**src/rtl/core/onewire_temp_poll_alarm_macros.svh**
```systemverilog
// Assertion helpers shared by the one-wire poller RTL.
// Both expect signals named clk and rst_n in the enclosing module.
`ifndef ONEWIRE_TEMP_POLL_ALARM_MACROS_SVH
`define ONEWIRE_TEMP_POLL_ALARM_MACROS_SVH

// Check an expression on every clock edge outside reset.
`define OWTP_ASSERT(label, expr) \
    label: assert property (@(posedge clk) disable iff (!rst_n) (expr)) \
        else $error("owtp assertion failed");

// Check that a condition is followed by an expression on the next clock edge.
`define OWTP_ASSERT_NEXT(label, cond, expr) \
    label: assert property (@(posedge clk) disable iff (!rst_n) (cond) |=> (expr)) \
        else $error("owtp assertion failed");

`endif

```
**src/rtl/core/owtp_pkg.sv**
```systemverilog
package owtp_pkg;

    localparam int CFG_IDX_W = 3;
    localparam int CFG_DATA_W = 16;

    localparam logic [CFG_IDX_W-1:0] REG_ALARM_LIMIT  = 3'd0;
    localparam logic [CFG_IDX_W-1:0] REG_RESET_LOW    = 3'd1;
    localparam logic [CFG_IDX_W-1:0] REG_RECOVERY     = 3'd2;
    localparam logic [CFG_IDX_W-1:0] REG_SLOT         = 3'd3;
    localparam logic [CFG_IDX_W-1:0] REG_SHORT_LOW    = 3'd4;
    localparam logic [CFG_IDX_W-1:0] REG_SAMPLE       = 3'd5;

    localparam logic signed [15:0] ALARM_LIMIT_RST = 16'sd330;
    localparam logic [15:0] RESET_LOW_RST = 16'd480;
    localparam logic [15:0] RECOVERY_RST  = 16'd5000;
    localparam logic [15:0] SLOT_RST      = 16'd60;
    localparam logic [7:0]  SHORT_LOW_RST = 8'd2;
    localparam logic [7:0]  SAMPLE_RST    = 8'd10;

    localparam logic [7:0] CMD_SKIP_ROM     = 8'hCC;
    localparam logic [7:0] CMD_CONVERT      = 8'h44;
    localparam logic [7:0] CMD_READ_SCRATCH = 8'hBE;

    typedef struct packed {
        logic signed [15:0] alarm_limit;
        logic [15:0]        reset_low_ticks;
        logic [15:0]        recovery_ticks;
        logic [15:0]        slot_ticks;
        logic [7:0]         short_low_ticks;
        logic [7:0]         sample_ticks;
    } cfg_t;

    typedef struct packed {
        logic               drive_low;
        logic signed [15:0] temp_tenths;
        logic               temp_valid;
        logic               over_limit;
    } result_t;

    // Signed 1/16 degree count to rounded tenths, truncated toward zero.
    function automatic logic signed [15:0] tenths_from_raw(input logic signed [15:0] raw);
        logic signed [19:0] wide;
        logic signed [19:0] sum;
        logic signed [19:0] quo;
        begin
            wide = {{4{raw[15]}}, raw};
            sum  = (wide <<< 3) + (wide <<< 1) + 20'sd8;
            if (sum < 0)
            begin
                quo = (sum + 20'sd15) >>> 4;
            end
            else
            begin
                quo = sum >>> 4;
            end
            return quo[15:0];
        end
    endfunction

endpackage

```
**src/rtl/core/owtp_in_if.sv**
```systemverilog
interface owtp_in_if;
    logic valid;
    logic ready;
    logic line_level;

    modport source (output valid, output line_level, input ready);
    modport sink (input valid, input line_level, output ready);
endinterface

```
**src/rtl/core/owtp_out_if.sv**
```systemverilog
interface owtp_out_if;
    logic               valid;
    logic               ready;
    logic               drive_low;
    logic signed [15:0] temp_tenths;
    logic               temp_valid;
    logic               over_limit;

    modport source (output valid, output drive_low, output temp_tenths,
                    output temp_valid, output over_limit, input ready);
    modport sink (input valid, input drive_low, input temp_tenths,
                  input temp_valid, input over_limit, output ready);
endinterface

```
**src/rtl/core/owtp_cfg_if.sv**
```systemverilog
interface owtp_cfg_if;
    logic                             valid;
    logic                             ready;
    logic [owtp_pkg::CFG_IDX_W-1:0]   index;
    logic [owtp_pkg::CFG_DATA_W-1:0]  data;

    modport source (output valid, output index, output data, input ready);
    modport sink (input valid, input index, input data, output ready);
endinterface

```
**src/rtl/core/owtp_cfg.sv**
```systemverilog
module owtp_cfg (
    input  logic              clk,
    input  logic              rst_n,
    owtp_cfg_if.sink          cfg_ch,
    output owtp_pkg::cfg_t    cfg
);

    owtp_pkg::cfg_t cfg_reg;

    assign cfg_ch.ready = 1'b1;
    assign cfg = cfg_reg;

    always_ff @(posedge clk or negedge rst_n)
    begin
        if (!rst_n)
        begin
            cfg_reg.alarm_limit     <= owtp_pkg::ALARM_LIMIT_RST;
            cfg_reg.reset_low_ticks <= owtp_pkg::RESET_LOW_RST;
            cfg_reg.recovery_ticks  <= owtp_pkg::RECOVERY_RST;
            cfg_reg.slot_ticks      <= owtp_pkg::SLOT_RST;
            cfg_reg.short_low_ticks <= owtp_pkg::SHORT_LOW_RST;
            cfg_reg.sample_ticks    <= owtp_pkg::SAMPLE_RST;
        end
        else if (cfg_ch.valid)
        begin
            unique case (cfg_ch.index)
                owtp_pkg::REG_ALARM_LIMIT: cfg_reg.alarm_limit     <= cfg_ch.data;
                owtp_pkg::REG_RESET_LOW:   cfg_reg.reset_low_ticks <= cfg_ch.data;
                owtp_pkg::REG_RECOVERY:    cfg_reg.recovery_ticks  <= cfg_ch.data;
                owtp_pkg::REG_SLOT:        cfg_reg.slot_ticks      <= cfg_ch.data;
                owtp_pkg::REG_SHORT_LOW:   cfg_reg.short_low_ticks <= cfg_ch.data[7:0];
                owtp_pkg::REG_SAMPLE:      cfg_reg.sample_ticks    <= cfg_ch.data[7:0];
                default: ;  // drop writes past the register list
            endcase
        end
    end

endmodule

```
**src/rtl/core/owtp_seq.sv**
```systemverilog
`include "onewire_temp_poll_alarm_macros.svh"

module owtp_seq (
    input  logic              clk,
    input  logic              rst_n,
    input  logic              step,
    input  logic              line_level,
    input  owtp_pkg::cfg_t    cfg,
    output owtp_pkg::result_t res
);

    localparam logic [3:0] PH_RST1_LOW = 4'd0;
    localparam logic [3:0] PH_RST1_REC = 4'd1;
    localparam logic [3:0] PH_WR_SKIP1 = 4'd2;
    localparam logic [3:0] PH_WR_CONV  = 4'd3;
    localparam logic [3:0] PH_RST2_LOW = 4'd4;
    localparam logic [3:0] PH_RST2_REC = 4'd5;
    localparam logic [3:0] PH_WR_SKIP2 = 4'd6;
    localparam logic [3:0] PH_WR_READ  = 4'd7;
    localparam logic [3:0] PH_READ     = 4'd8;

    logic [3:0]         phase_reg, phase_next;
    logic [15:0]        tick_reg, tick_next;
    logic [2:0]         bit_reg, bit_next;
    logic               byte_reg, byte_next;
    logic [7:0]         shift_reg, shift_next;
    logic [7:0]         low_reg, low_next;
    logic signed [15:0] temp_reg, temp_next;
    logic               alarm_reg, alarm_next;

    logic [3:0]  ph;
    logic [16:0] nt;
    logic [7:0]  cmd;
    logic        cmd_bit;
    logic        slot_end;
    logic [15:0] last_tick;
    logic [15:0] sample_at;
    logic        drive;
    logic        done;
    logic        slot_phase;

    always_comb
    begin
        ph = (phase_reg > PH_READ) ? PH_RST1_LOW : phase_reg;
        nt = {1'b0, tick_reg} + 17'd1;
        if (ph == PH_WR_CONV)
        begin
            cmd = owtp_pkg::CMD_CONVERT;
        end
        else if (ph == PH_WR_READ)
        begin
            cmd = owtp_pkg::CMD_READ_SCRATCH;
        end
        else
        begin
            cmd = owtp_pkg::CMD_SKIP_ROM;
        end
        cmd_bit   = cmd[bit_reg];
        slot_end  = nt >= {1'b0, cfg.slot_ticks};
        last_tick = (cfg.slot_ticks == 16'd0) ? 16'd0 : cfg.slot_ticks - 16'd1;
        sample_at = ({8'd0, cfg.sample_ticks} > last_tick) ? last_tick
                                                           : {8'd0, cfg.sample_ticks};

        phase_next = ph;
        bit_next   = bit_reg;
        byte_next  = byte_reg;
        shift_next = shift_reg;
        low_next   = low_reg;
        temp_next  = temp_reg;
        alarm_next = alarm_reg;
        drive      = 1'b0;
        done       = 1'b0;
        tick_next  = nt[15:0];

        unique case (ph) inside
            PH_RST1_LOW, PH_RST2_LOW:
            begin
                drive = tick_reg < cfg.reset_low_ticks;
                if (nt >= {1'b0, cfg.reset_low_ticks})
                begin
                    phase_next = ph + 4'd1;
                    tick_next  = 16'd0;
                end
            end
            PH_RST1_REC, PH_RST2_REC:
            begin
                if (nt >= {1'b0, cfg.recovery_ticks})
                begin
                    phase_next = ph + 4'd1;
                    tick_next  = 16'd0;
                end
            end
            PH_WR_SKIP1, PH_WR_CONV, PH_WR_SKIP2, PH_WR_READ:
            begin
                drive = cmd_bit ? (tick_reg < {8'd0, cfg.short_low_ticks})
                                : !slot_end;
                if (slot_end)
                begin
                    tick_next = 16'd0;
                    bit_next  = bit_reg + 3'd1;
                    if (bit_reg == 3'd7)
                    begin
                        phase_next = ph + 4'd1;
                    end
                end
            end
            PH_READ:
            begin
                drive = tick_reg < {8'd0, cfg.short_low_ticks};
                if (tick_reg == sample_at)
                begin
                    shift_next = {line_level, shift_reg[7:1]};
                end
                if (slot_end)
                begin
                    tick_next = 16'd0;
                    bit_next  = bit_reg + 3'd1;
                    if (bit_reg == 3'd7)
                    begin
                        if (!byte_reg)
                        begin
                            low_next  = shift_next;
                            byte_next = 1'b1;
                        end
                        else
                        begin
                            temp_next  = owtp_pkg::tenths_from_raw({shift_next, low_reg});
                            alarm_next = temp_next > cfg.alarm_limit;
                            byte_next  = 1'b0;
                            done       = 1'b1;
                            phase_next = PH_RST1_LOW;
                        end
                    end
                end
            end
            default: ;
        endcase

        res.drive_low   = drive;
        res.temp_tenths = temp_next;
        res.temp_valid  = done;
        res.over_limit  = alarm_next;
    end

    always_ff @(posedge clk or negedge rst_n)
    begin
        if (!rst_n)
        begin
            phase_reg <= PH_RST1_LOW;
            tick_reg  <= 16'd0;
            bit_reg   <= 3'd0;
            byte_reg  <= 1'b0;
            shift_reg <= 8'd0;
            low_reg   <= 8'd0;
            temp_reg  <= 16'sd0;
            alarm_reg <= 1'b0;
        end
        else if (step)
        begin
            phase_reg <= phase_next;
            tick_reg  <= tick_next;
            bit_reg   <= bit_next;
            byte_reg  <= byte_next;
            shift_reg <= shift_next;
            low_reg   <= low_next;
            temp_reg  <= temp_next;
            alarm_reg <= alarm_next;
        end
    end

    // Command byte slots and the read slots.
    assign slot_phase = phase_reg >= PH_WR_SKIP1 && phase_reg <= PH_READ
                        && phase_reg != PH_RST2_LOW && phase_reg != PH_RST2_REC;

    // The high byte is only ever pending inside the read phase.
    `OWTP_ASSERT(a_byte_in_read, !byte_reg || phase_reg == PH_READ)
    // Bit position only moves in command and read phases.
    `OWTP_ASSERT(a_bit_in_slots, bit_reg == 3'd0 || slot_phase)

endmodule

```
**src/rtl/core/onewire_temp_poll_alarm.sv**
```systemverilog
// One-wire temperature poller. Every beat on line_ch is one bus timing tick
// carrying the sampled data line level; every tick yields exactly one beat on
// result_ch with the pull-low drive for that tick, the latest temperature in
// tenths of a degree, a one-tick temp_valid strobe when a new reading lands,
// and the alarm flag (reading above alarm_limit, refreshed only when a new
// reading lands). The block loops forever: reset pulse, recovery gap,
// skip-ROM, convert, reset pulse, recovery gap, skip-ROM, read-scratchpad,
// then two bytes read LSB first; the raw signed 1/16 degree count becomes
// trunc_toward_zero((raw*10+8)/16). Presence is not checked. Throughput is one
// tick per clock while result_ch is ready; a tick enters the input
// register on accept and its result reaches the result register on the
// next advance. The sequencer state updates in one pass between
// those two registers. Write cfg_ch (always ready) only while no tick is in
// flight; register indexes: 0 alarm_limit, 1 reset_low_ticks, 2 recovery_ticks,
// 3 slot_ticks, 4 short_low_ticks, 5 sample_ticks. Other indexes are ignored.
`include "onewire_temp_poll_alarm_macros.svh"

module onewire_temp_poll_alarm (
    input  logic        clk,
    input  logic        rst_n,
    owtp_in_if.sink     line_ch,
    owtp_out_if.source  result_ch,
    owtp_cfg_if.sink    cfg_ch
);

    owtp_pkg::cfg_t    cfg;
    owtp_pkg::result_t res;

    // Input stage: hold one accepted tick.
    logic s1_valid_reg;
    logic s1_level_reg;
    // Result stage.
    logic               out_valid_reg;
    logic               out_drive_reg;
    logic signed [15:0] out_temp_reg;
    logic               out_tvalid_reg;
    logic               out_alarm_reg;

    logic advance;

    // Advance the held tick whenever the result register is free or draining.
    assign advance       = s1_valid_reg && (!out_valid_reg || result_ch.ready);
    assign line_ch.ready = !s1_valid_reg || advance;

    owtp_cfg u_cfg (
        .clk    (clk),
        .rst_n  (rst_n),
        .cfg_ch (cfg_ch),
        .cfg    (cfg)
    );

    owtp_seq u_seq (
        .clk        (clk),
        .rst_n      (rst_n),
        .step       (advance),
        .line_level (s1_level_reg),
        .cfg        (cfg),
        .res        (res)
    );

    always_ff @(posedge clk or negedge rst_n)
    begin
        if (!rst_n)
        begin
            s1_valid_reg  <= 1'b0;
            out_valid_reg <= 1'b0;
        end
        else
        begin
            if (line_ch.ready)
            begin
                s1_valid_reg <= line_ch.valid;
            end
            if (advance)
            begin
                out_valid_reg <= 1'b1;
            end
            else if (result_ch.ready)
            begin
                out_valid_reg <= 1'b0;
            end
        end
    end

    // Payload registers: load on accept / advance, no reset needed.
    always_ff @(posedge clk)
    begin
        if (line_ch.valid && line_ch.ready)
        begin
            s1_level_reg <= line_ch.line_level;
        end
        if (advance)
        begin
            out_drive_reg  <= res.drive_low;
            out_temp_reg   <= res.temp_tenths;
            out_tvalid_reg <= res.temp_valid;
            out_alarm_reg  <= res.over_limit;
        end
    end

    assign result_ch.valid       = out_valid_reg;
    assign result_ch.drive_low   = out_drive_reg;
    assign result_ch.temp_tenths = out_temp_reg;
    assign result_ch.temp_valid  = out_tvalid_reg;
    assign result_ch.over_limit  = out_alarm_reg;

    // A held tick with a free result register must move on the next edge.
    `OWTP_ASSERT_NEXT(a_fill_result, s1_valid_reg && !out_valid_reg, out_valid_reg)
    // A stalled tick stays put with its level.
    `OWTP_ASSERT_NEXT(a_hold_tick, s1_valid_reg && !advance, s1_valid_reg && $stable(s1_level_reg))
    // Converted readings stay inside the sensor span.
    `OWTP_ASSERT(a_temp_span, !out_valid_reg || (out_temp_reg >= -16'sd20479 && out_temp_reg <= 16'sd20479))

endmodule

```
**src/flat_wrapper.sv**
```systemverilog
// flat-port wrapper written by rule: the top's interface ports become plain ports
module onewire_temp_poll_alarm_flat 
  (clk, rst_n, line_ch_valid, line_ch_line_level, line_ch_ready, result_ch_valid, result_ch_drive_low, result_ch_temp_tenths, result_ch_temp_valid, result_ch_over_limit, result_ch_ready, cfg_ch_valid, cfg_ch_index, cfg_ch_data, cfg_ch_ready);
  owtp_in_if line_ch_i ();
  owtp_out_if result_ch_i ();
  owtp_cfg_if cfg_ch_i ();
  input  logic clk;
  input  logic rst_n;
  input wire logic [$bits(line_ch_i.valid)-1:0] line_ch_valid;
  input wire logic [$bits(line_ch_i.line_level)-1:0] line_ch_line_level;
  output wire logic [$bits(line_ch_i.ready)-1:0] line_ch_ready;
  output wire logic [$bits(result_ch_i.valid)-1:0] result_ch_valid;
  output wire logic [$bits(result_ch_i.drive_low)-1:0] result_ch_drive_low;
  output wire logic [$bits(result_ch_i.temp_tenths)-1:0] result_ch_temp_tenths;
  output wire logic [$bits(result_ch_i.temp_valid)-1:0] result_ch_temp_valid;
  output wire logic [$bits(result_ch_i.over_limit)-1:0] result_ch_over_limit;
  input wire logic [$bits(result_ch_i.ready)-1:0] result_ch_ready;
  input wire logic [$bits(cfg_ch_i.valid)-1:0] cfg_ch_valid;
  input wire logic [$bits(cfg_ch_i.index)-1:0] cfg_ch_index;
  input wire logic [$bits(cfg_ch_i.data)-1:0] cfg_ch_data;
  output wire logic [$bits(cfg_ch_i.ready)-1:0] cfg_ch_ready;
  assign line_ch_i.valid = line_ch_valid;
  assign line_ch_i.line_level = line_ch_line_level;
  assign line_ch_ready = line_ch_i.ready;
  assign result_ch_valid = result_ch_i.valid;
  assign result_ch_drive_low = result_ch_i.drive_low;
  assign result_ch_temp_tenths = result_ch_i.temp_tenths;
  assign result_ch_temp_valid = result_ch_i.temp_valid;
  assign result_ch_over_limit = result_ch_i.over_limit;
  assign result_ch_i.ready = result_ch_ready;
  assign cfg_ch_i.valid = cfg_ch_valid;
  assign cfg_ch_i.index = cfg_ch_index;
  assign cfg_ch_i.data = cfg_ch_data;
  assign cfg_ch_ready = cfg_ch_i.ready;
  onewire_temp_poll_alarm u_core (.clk(clk), .rst_n(rst_n), .line_ch(line_ch_i), .result_ch(result_ch_i), .cfg_ch(cfg_ch_i));
endmodule
```
**config.mk**
```make
export PLATFORM = sky130hd
export DESIGN_NAME = onewire_temp_poll_alarm_flat
export DESIGN_NICKNAME = d
export VERILOG_FILES = /design/src/rtl/core/owtp_pkg.sv /design/src/rtl/core/owtp_in_if.sv /design/src/rtl/core/owtp_out_if.sv /design/src/rtl/core/owtp_cfg_if.sv /design/src/rtl/core/owtp_cfg.sv /design/src/rtl/core/owtp_seq.sv /design/src/rtl/core/onewire_temp_poll_alarm.sv /design/src/flat_wrapper.sv
export VERILOG_INCLUDE_DIRS = /design/src /design/src/rtl/core
export SDC_FILE = /design/constraint.sdc
export NUM_CORES = 1
export LEC_CHECK = 0
export ABC_AREA = 1
export BUFFER_PORTS_ARGS = -buffer_cell sky130_fd_sc_hd__buf_4
export CAP_MARGIN = 20
export CORE_ASPECT_RATIO = 0.8
export CORE_MARGIN = 2
export CORE_UTILIZATION = 60
export CTS_CLUSTER_SIZE = 24
export DETAILED_ROUTE_END_ITERATION = 7
export PLACE_DENSITY = 0.83
export SKIP_CTS_REPAIR_TIMING = 1
export SYNTH_ARGS = -nofsm -noshare
export SYNTH_HDL_FRONTEND = slang
export SYNTH_SLANG_ARGS = --single-unit
```
**constraint.sdc**
```tcl
create_clock -name clk -period 11.3 [get_ports clk]
set_clock_uncertainty 0.05 [all_clocks]
set_input_delay 1.695 -clock clk [delete_from_list [all_inputs] [get_ports clk]]
set_output_delay 1.695 -clock clk [all_outputs]
set_load 0.02 [all_outputs]
```
==> flow_summary.toml, run 1 <==
[setup_path]
worst_ep_arrival_time_ps = 8640
critPathMaxStageDelay_ps = 410
crit_fanout = 16
setup.worst_path.end_class = "flip-flop"
cpMostUsedCell = "nand2_1"
criticalPathCategory = "flip-flop to flip-flop"
required_ps = 11620
critPathLaunchType = "flip-flop"
cp_slowest_cell = "dfrtp_1"

[finish]
final_common_cell = "nand2_1"
layout_common_cells = "nand2_1, inv_1, o21ai_0"
fin_nets = 1736
regArea_um2 = 4100
syn_to_final_growth_pct = 9.74
diodes = 0
multi_input_area_um2 = 6760
design_area_um2 = 13100
layout-drive-gt1-share_pct = 13.0
largest_register_ffs = 80
fill_cells = 1624

[grt]
grt_max_degree = 85
grt_overflow_total = 0
grt_pass1_wl_mm = 52.5
gr-usage-all-layers_pct = 31.8
grt_pass1_vias = 10100
antenna_found_initial = 0

[drt]
dr.max_layer_used = "met4"
vias_per_cell = 5.81
route.detailed.drc = 0
first_pass_iters = 6
drt_iter0_drc = 1394
wl_met2_mm = 13.9
wl_met3_mm = 3.33
met1_length_mm = 14.8
routed_wl_mm = 32.7
vias = 10800
antenna_left = 0
wire_per_inst_um = 17.7

[clock_tree]
cts_max_path_buffers = 2
clock-sinks = 159
htree_levels = 4
root_buffer = "clkbuf_16"
path_clk_slew_ps = 80
insertion_delay_ps = 450
numCtsBuffers = 17
cts_tree = "yes"

[power]
leakage_uw = 0.00691
p_per_area_nw_per_um2 = 258
vdd.ir_drop.worst_mv = 0.181

[sta]
setup_violations = 0
fmaxAchievable_ghz = 0.120
fin_crit_sh_pct = 73.6
tns_ps = 0
tightest_slew_ps = 1040
max_slew_margin_pct = 30.7
final_hold_viol_count = 0
slew_viol_final = 0
grt_setup_unrepaired = "no"
period_minus_slack_ps = 8320

[logic_synthesis]
synth-compound-area-share_pct = 12.2
yosys.area.top_type = "dfrtp_1"
synth_xor_area_share_pct = 2.41
yosysWarnings = 0
syn_area_um2 = 12000
synthCells = 1542
synthMuxAreaShare_pct = 0.564
yosysTopAreaCellShare_pct = 24.9
ys_seq_elements = 159
synth_ff_type = "dfrtp_1"
synthTopCellsByArea = "dfrtp_1, ha_1, nand2_1"
synth_top_family_by_area = "simple AND/OR/NAND/NOR gates"
synth_seq_area_share_pct = 34.3
synth_simple_gate_area_share_pct = 27.1
synth_fp_nets = 1701
synthArstFlopShare_pct = 87.4
yosys.cell_types.count = 58
avgSynthCellArea_um2 = 7.77
synthAdderAreaFrac_pct = 14.1
synth-edff-count = 20

[floorplan]
fp.dieArea_um2 = 21100
initial_core_util_pct = 60.9
die_y_um = 130
core_um2 = 19700
io_pins = 47
die_w_um = 162
rows = 46

[run_status]
status = "finished, final reports clean"

[placed_design]
dpl_cell_area_um2 = 12500
post-dp-hpwl_mm = 24.5
gp_congestion = 1.01
port_buffers = 45

[hold_path]
hp-class = "flip-flop to flip-flop"

[job]
cap_viol_max_count = 0
[power by group]
group	switching, µW	internal [µW]
combinational	1280	671
sequential	125	714
clock	301	306
total	1710	1690
[cell usage after synthesis (all sizes together), types with 12 or more instances]
cell type,number
dfrtp,119
nor2,101
ha,133
nand2,362
clkbuf,22
xor2,30
buf,13
inv,246
a21oi,55
edfxtp,20
o22ai,12
o21ai,141
dfstp,20
nand4,36
a21boi,15
nor3,16
nand3,122
or2,15
[final timing paths]
check | startpoint | endpoint | slack [ps] | depth (start not counted)
setup / recovery | u_core.u_cfg.cfg[16] | u_core.u_seq.alarm_reg | 2980 | 53
min in group asynchronous | rst_n | u_core.u_cfg.cfg[4] | 1240 | 1
setup reg to reg | u_core.u_cfg.cfg[16] | u_core.u_seq.alarm_reg | 2980 | 53
max in group asynchronous | rst_n | u_core.u_cfg.cfg[32] | 8680 | 2
hold reg to reg | u_core.u_seq.temp_reg[12] | u_core.u_seq.temp_reg[12] | 430 | 2
hold / removal | u_core.u_seq.temp_reg[12] | u_core.u_seq.temp_reg[12] | 430 | 2
[logic make-up after synthesis]
| logic type | count (synthesis) |
|---|---|
| simple gates | 670 |
| buf+inv | 282 |
| compound gates | 257 |
| other cells | 1 |
| mux | 6 |
| flops | 159 |
| xor+xnor | 33 |
| fa+ha+maj | 134 |
[area by class of cell]
cell class              instances  area share, %
multi-input cells            1101           51.4
clock inverters                15           1.49
repair buffers                 51           3.05
flip-flops and latches        159           31.2
inverters                     247           7.05
clock buffers                  17           3.24
well taps                     264           2.51
[stage by stage]
step	std cells	hold slack [ps]	total power, µW	worst slack, ps	utilization, %
finish	1854	429	3400	2980	66.8
global route	1854	455	3660	2140	66.8
CTS	1852	431	3340	3160	66.6
detailed placement	1820	410	2710	3200	63.5
global placement	1820	404	2640	3470	63.5
floorplan	1542	392	2200	4430	-
[metal layers]
metal | track usage, % | vias up
li1 | - | 5159
met1 | 46.7 | 5019
met2 | 47.3 | 540
met3 | 7.23 | 62
met4 | 9.06 | 0
met5 | 0 | -
[worst max-delay path: cells and delay by family, from the launching register on]
kind	cells	cell delay, ps
buffers and inverters	5	510
adders and majority gates	5	1570
DFF	1	410
and+or+nand+nor	34	4310
xor gates and xnor gates	1	160
AOI/OAI and AO/OA	8	1250
Note: power is estimated with default switching activity, not from simulation.
==> inputs of run 2 (changes only) <==
ABC_AREA = 0   (was 1)
clock period = 8.51 ns   (was 11.3 ns; I/O delays follow)
==> flow_summary.toml, run 2 <==
[grt]
gr-usage-all-layers_pct = 30.4
grt_max_degree = 72
grt_pass1_wl_mm = 46.8
antenna_found_initial = 0
grt_pass1_vias = 9329
grt_overflow_total = 0

[finish]
diodes = 0
fill_cells = 1225
final_common_cell = "nand2_1"
layout-drive-gt1-share_pct = 20.5
layout_common_cells = "nand2_1, o21ai_0, ha_1, dfrtp_1, inv_1"
largest_register_ffs = 80
syn_to_final_growth_pct = 18.4
fin_nets = 1441

[setup_path]
worst_ep_arrival_time_ps = 8830
cp_slowest_cell = "dfrtp_1"
cpMostUsedCell = "o21a_1"
setup.worst_path.end_class = "flip-flop"
critPathMaxStageDelay_ps = 440
crit_fanout = 6
criticalPathCategory = "flip-flop to flip-flop"
critPathLaunchType = "flip-flop"
required_ps = 8650

[clock_tree]
cts_max_path_buffers = 2
insertion_delay_ps = 440
htree_levels = 4
root_buffer = "clkbuf_16"
cts_tree = "yes"
numCtsBuffers = 17
clock-sinks = 159
path_clk_slew_ps = 60

[drt]
wire_per_inst_um = 20.3
antenna_left = 0
first_pass_iters = 5
wl_met2_mm = 13.8
vias = 9723
met1_length_mm = 13.0
dr.max_layer_used = "met4"
routed_wl_mm = 30.9
vias_per_cell = 6.38
wl_met3_mm = 3.01
drt_iter0_drc = 1171
route.detailed.drc = 0

[sta]
worst_slack_ps = -182
fin_crit_sh_pct = 102
tns_ps = -251
fmaxAchievable_ghz = 0.115
max_slew_margin_pct = 29.4
tightest_slew_ps = 1050
period_minus_slack_ps = 8690
slew_viol_final = 0
whs_ps = 438
setup_violations = 2
grt_setup_unrepaired = "yes"
final_hold_viol_count = 0

[logic_synthesis]
synth_ff_type = "dfrtp_1"
yosysWarnings = 0
synthArstFlopShare_pct = 87.4
syn_area_um2 = 10900
avgSynthCellArea_um2 = 9.14
yosys.area.top_type = "dfrtp_1"
synth-edff-count = 20
synthTopCellsByArea = "dfrtp_1, ha_1, o21ai_0"
yosysTopAreaCellShare_pct = 27.2
synth_common_cells = "nand2_1, ha_1, o21ai_0, dfrtp_1, inv_1"
synth_fp_nets = 1356
yosys.cell_types.count = 80
synth_seq_area_share_pct = 37.5
synth_most_common_cell = "nand2_1"
ys_seq_elements = 159
synthCells = 1197

[floorplan]
die_w_um = 155
initial_core_util_pct = 60.8
core_um2 = 18000
die_y_um = 125
fp.dieArea_um2 = 19300
io_pins = 47
rows = 44

[run_status]
violations = "setup timing"
status = "finished, violations left"

[placed_design]
gp_congestion = 1.05
post-dp-hpwl_mm = 20.5
port_buffers = 45
pre_cts_slack_ps = -274

[power]
clkPwrFrac_pct = 29.2
switchingPower_uw = 1020
vdd.ir_drop.worst_mv = 0.169
leakage_uw = 0.00617
cellInternalPower_uw = 1830
p_per_area_nw_per_um2 = 220
swShare_pct = 35.7
sequentialPowerShare_pct = 35.3
p_comb_share_pct = 35.5

[job]
cap_viol_max_count = 0

[hold_path]
hp-class = "flip-flop to flip-flop"
==> run 2: cell count changes in the layout (fill, tap and decap cells not counted), moves of 19 or more <==
cell     delta
o21a_1     +23
nand2_1   -196
nand3_2    -26
nand3_1    -67
mux2_2     +28
buf_4      +56
nor2_1     -32
inv_1     -134
xnor2_1    +21
nand2_2    -19
==> run 2: final cells by class <==
cell class              instances  area, µm²  share of cell area (%)
multi-input cells             884       6690                    51.6
flip-flops and latches        159       4100                    31.7
repair buffers                108        830                    6.40
clock buffers                  19        443                    3.42
inverters                     112        420                    3.24
well taps                     230        288                    2.22
clock inverters                13        184                    1.42
==> run 2: critical path, delay by kind of cell (launching register included) <==
| family | cells | cell delay (ps) |
|---|---|---|
| AO/OA/AOI/OAI | 15 | 2810 |
| buffers and inverters | 5 | 680 |
| multiplexers | 3 | 740 |
| adder cells (fa/ha/maj) | 5 | 1100 |
| flip-flops | 1 | 440 |
| AND/OR/NAND/NOR | 14 | 2610 |
==> run 2: power groups by stage <==
stage,Sequential [µW],Combinational [µW],Clock [µW]
finish,1000,1010,833
CTS,996,937,832
floorplan,979,661,0
global placement,1000,883,0
detailed placement,1010,924,0
global route,1020,1120,867
==> run 2: cells by family after synthesis <==
family / synth area share, %
simple gates: 16.8
compound gates: 16.3
flops: 37.5
buf+inv: 5.38
fa+ha+maj: 15.4
xor+xnor: 3.83
mux: 4.73
other cells: 0.0343
==> run 2: final timing paths <==
path / start / to / slack, ps / depth (start not counted)
max in group asynchronous: rst_n / u_core.u_seq.shift_reg[3] / 6270 / 2
min in group asynchronous: rst_n / u_core.u_seq.tick_reg[12] / 780 / 1
min: u_core.u_seq.temp_reg[4] / u_core.u_seq.temp_reg[4] / 440 / 2
max: u_core.u_cfg.cfg[17] / u_core.result_ch.over_limit / -180 / 42
max reg2reg: u_core.u_cfg.cfg[17] / u_core.result_ch.over_limit / -180 / 42
min reg2reg: u_core.u_seq.temp_reg[4] / u_core.u_seq.temp_reg[4] / 440 / 2
==> run 2: per-layer routing <==
metal / track usage [%] / up-vias
li1: - / 4415
met1: 43.7 / 4665
met2: 45.7 / 529
met3: 6.51 / 114
met4: 10.6 / 0
met5: 0 / -
==> run 2: stage by stage <==
step	std cells	util, %	cell area, µm²	power, µW
6_report	1525	72.0	13000	2850
5_1_grt	1525	72.0	13000	3000
4_1_cts	1512	69.3	12500	2770
3_5_place_dp	1480	65.9	11900	1930
3_3_place_gp	1480	65.9	11900	1880
2_1_floorplan	1197	-	11000	1640
==> inputs of run 3 (changes only) <==
PLACE_DENSITY = 0.75   (was 0.83)
==> flow_summary.toml, run 3 (same netlist as run 2, synthesis figures left out) <==
[drt]
drt_iter0_drc = 795
wire_per_inst_um = 18.9
first_pass_iters = 6
vias = 9343
routed_wl_mm = 29.3
route.detailed.drc = 0
vias_per_cell = 6.02
antenna_left = 0

[finish]
layout.cells.non_filler = 1552
fill_cells = 1342
final_common_cell = "nand2_1"
largest_register_ffs = 80
diodes = 0
syn_to_final_growth_pct = 19.9
layout_common_cells = "nand2_1, buf_4, ha_1"
multi_input_area_um2 = 6660
layout-drive-gt1-share_pct = 22.5
fin_nets = 1468
regArea_um2 = 4100

[placed_design]
gp_congestion = 0.943
dp_cells = 1505
port_buffers = 45
post-dp-hpwl_mm = 21.0

[floorplan]
initial_core_util_pct = 60.8
fp.dieArea_um2 = 19300
die_y_um = 125
rows = 44
core_um2 = 18000
io_pins = 47
die_w_um = 155

[power]
p_total_uw = 2790
vdd.ir_drop.worst_mv = 0.159
leakage_uw = 0.00629
p_per_area_nw_per_um2 = 212

[setup_path]
cp_slowest_cell = "or4_1"
worst_ep_arrival_time_ps = 8470
required_ps = 8650
rr_startpoint = "u_core.u_cfg.cfg[18]"
crit_fanout = 9
criticalPathCategory = "flip-flop to flip-flop"
r2r-end = "u_core.result_ch.over_limit"
rrSetupSlack_ps = 180
setup.worst_path.end_class = "flip-flop"
critPathLaunchType = "flip-flop"
critPathMaxStageDelay_ps = 580
cpMostUsedCell = "o21a_1"
reg2regPathDepth = 38

[sta]
fin_crit_sh_pct = 97.9
period_minus_slack_ps = 8330
final_hold_viol_count = 0
tightest_slew_ps = 1050
fmaxAchievable_ghz = 0.120
max_slew_margin_pct = 29.6
setup_violations = 0
slew_viol_final = 0

[hold_path]
hp-start = "u_core.u_seq.temp_reg[15]"
min_path_cells = 2
min_to = "u_core.u_seq.temp_reg[15]"
hp-class = "flip-flop to flip-flop"

[grt]
antenna_found_initial = 1
gr-usage-all-layers_pct = 30.2
grt_pass1_wl_mm = 46.0
grt_pass1_vias = 8927
grt_max_degree = 77
grt_overflow_total = 0

[clock_tree]
path_clk_slew_ps = 70
cts_tree = "yes"
numCtsBuffers = 17
root_buffer = "clkbuf_16"
insertion_delay_ps = 440
htree_levels = 4
clock-sinks = 159
cts_max_path_buffers = 2

[job]
cap_viol_max_count = 0

[run_status]
status = "finished, final reports clean"
==> run 3: cell count changes in the layout (fill, tap and decap cells not counted), sizes merged <==
cell      delta
buf         +27
inv          +4
bufinv       -3
clkbuf       -2
clkinvlp     +1
==> run 3: layout make-up <==
type / instances / area share (%)
clock buffers: 17 / 3.24
inverters: 112 / 3.20
well taps: 230 / 2.19
repair buffers: 135 / 7.87
clock inverters: 15 / 1.46
flip-flops and latches: 159 / 31.3
multi-input cells: 884 / 50.8
==> run 3: worst max-delay path by stage <==
stage	slack, ps	end	from	depth (start not counted)
after global placement	50	u_core.result_ch.over_limit	u_core.u_cfg.cfg[20]	40
after detailed placement	-260	u_core.result_ch.over_limit	u_core.u_cfg.cfg[20]	40
after floorplan	20	u_core.result_ch.over_limit	u_core.u_cfg.cfg[18]	40
final	180	u_core.result_ch.over_limit	u_core.u_cfg.cfg[18]	38
after CTS	-310	u_core.result_ch.over_limit	u_core.u_cfg.cfg[20]	40
after global routing	-200	u_core.result_ch.over_limit	u_core.u_cfg.cfg[18]	39
==> run 3: worst max-delay path, delay by kind of cell, from the launching register on <==
| kind | cells | cell delay [ps] |
|---|---|---|
| AOI/OAI and AO/OA | 18 | 3210 |
| DFF | 1 | 370 |
| adders and majority gates | 4 | 1050 |
| xor gates and xnor gates | 1 | 170 |
| muxes | 3 | 770 |
| and+or+nand+nor | 9 | 2130 |
| buffers and inverters | 3 | 330 |
==> run 3: stage by stage <==
step	TNS, ps	util (%)	hold slack [ps]	area (µm²)	setup WS, ps
global placement	0	66.9	412	12000	46.1
CTS	-478	70.3	437	12700	-309
detailed placement	-381	66.9	420	12000	-263
finish	0	72.9	435	13100	176
global route	-278	72.9	455	13100	-199
floorplan	0	-	400	11000	23.3
==> run 3: power breakdown <==
| group | switching (µW) | internal [µW] |
|---|---|---|
| combinational | 553 | 438 |
| sequential | 108 | 895 |
| clock | 368 | 424 |
| total | 1030 | 1760 |
==> run 3: routing by layer <==
| layer | global-route usage, % | wire (µm) |
|---|---|---|
| met1 | 45.2 | 13600 |
| met4 | 9.26 | 610 |
| met2 | 45.4 | 13200 |
| met3 | 4.45 | 1950 |
| met5 | 0 | 0 |
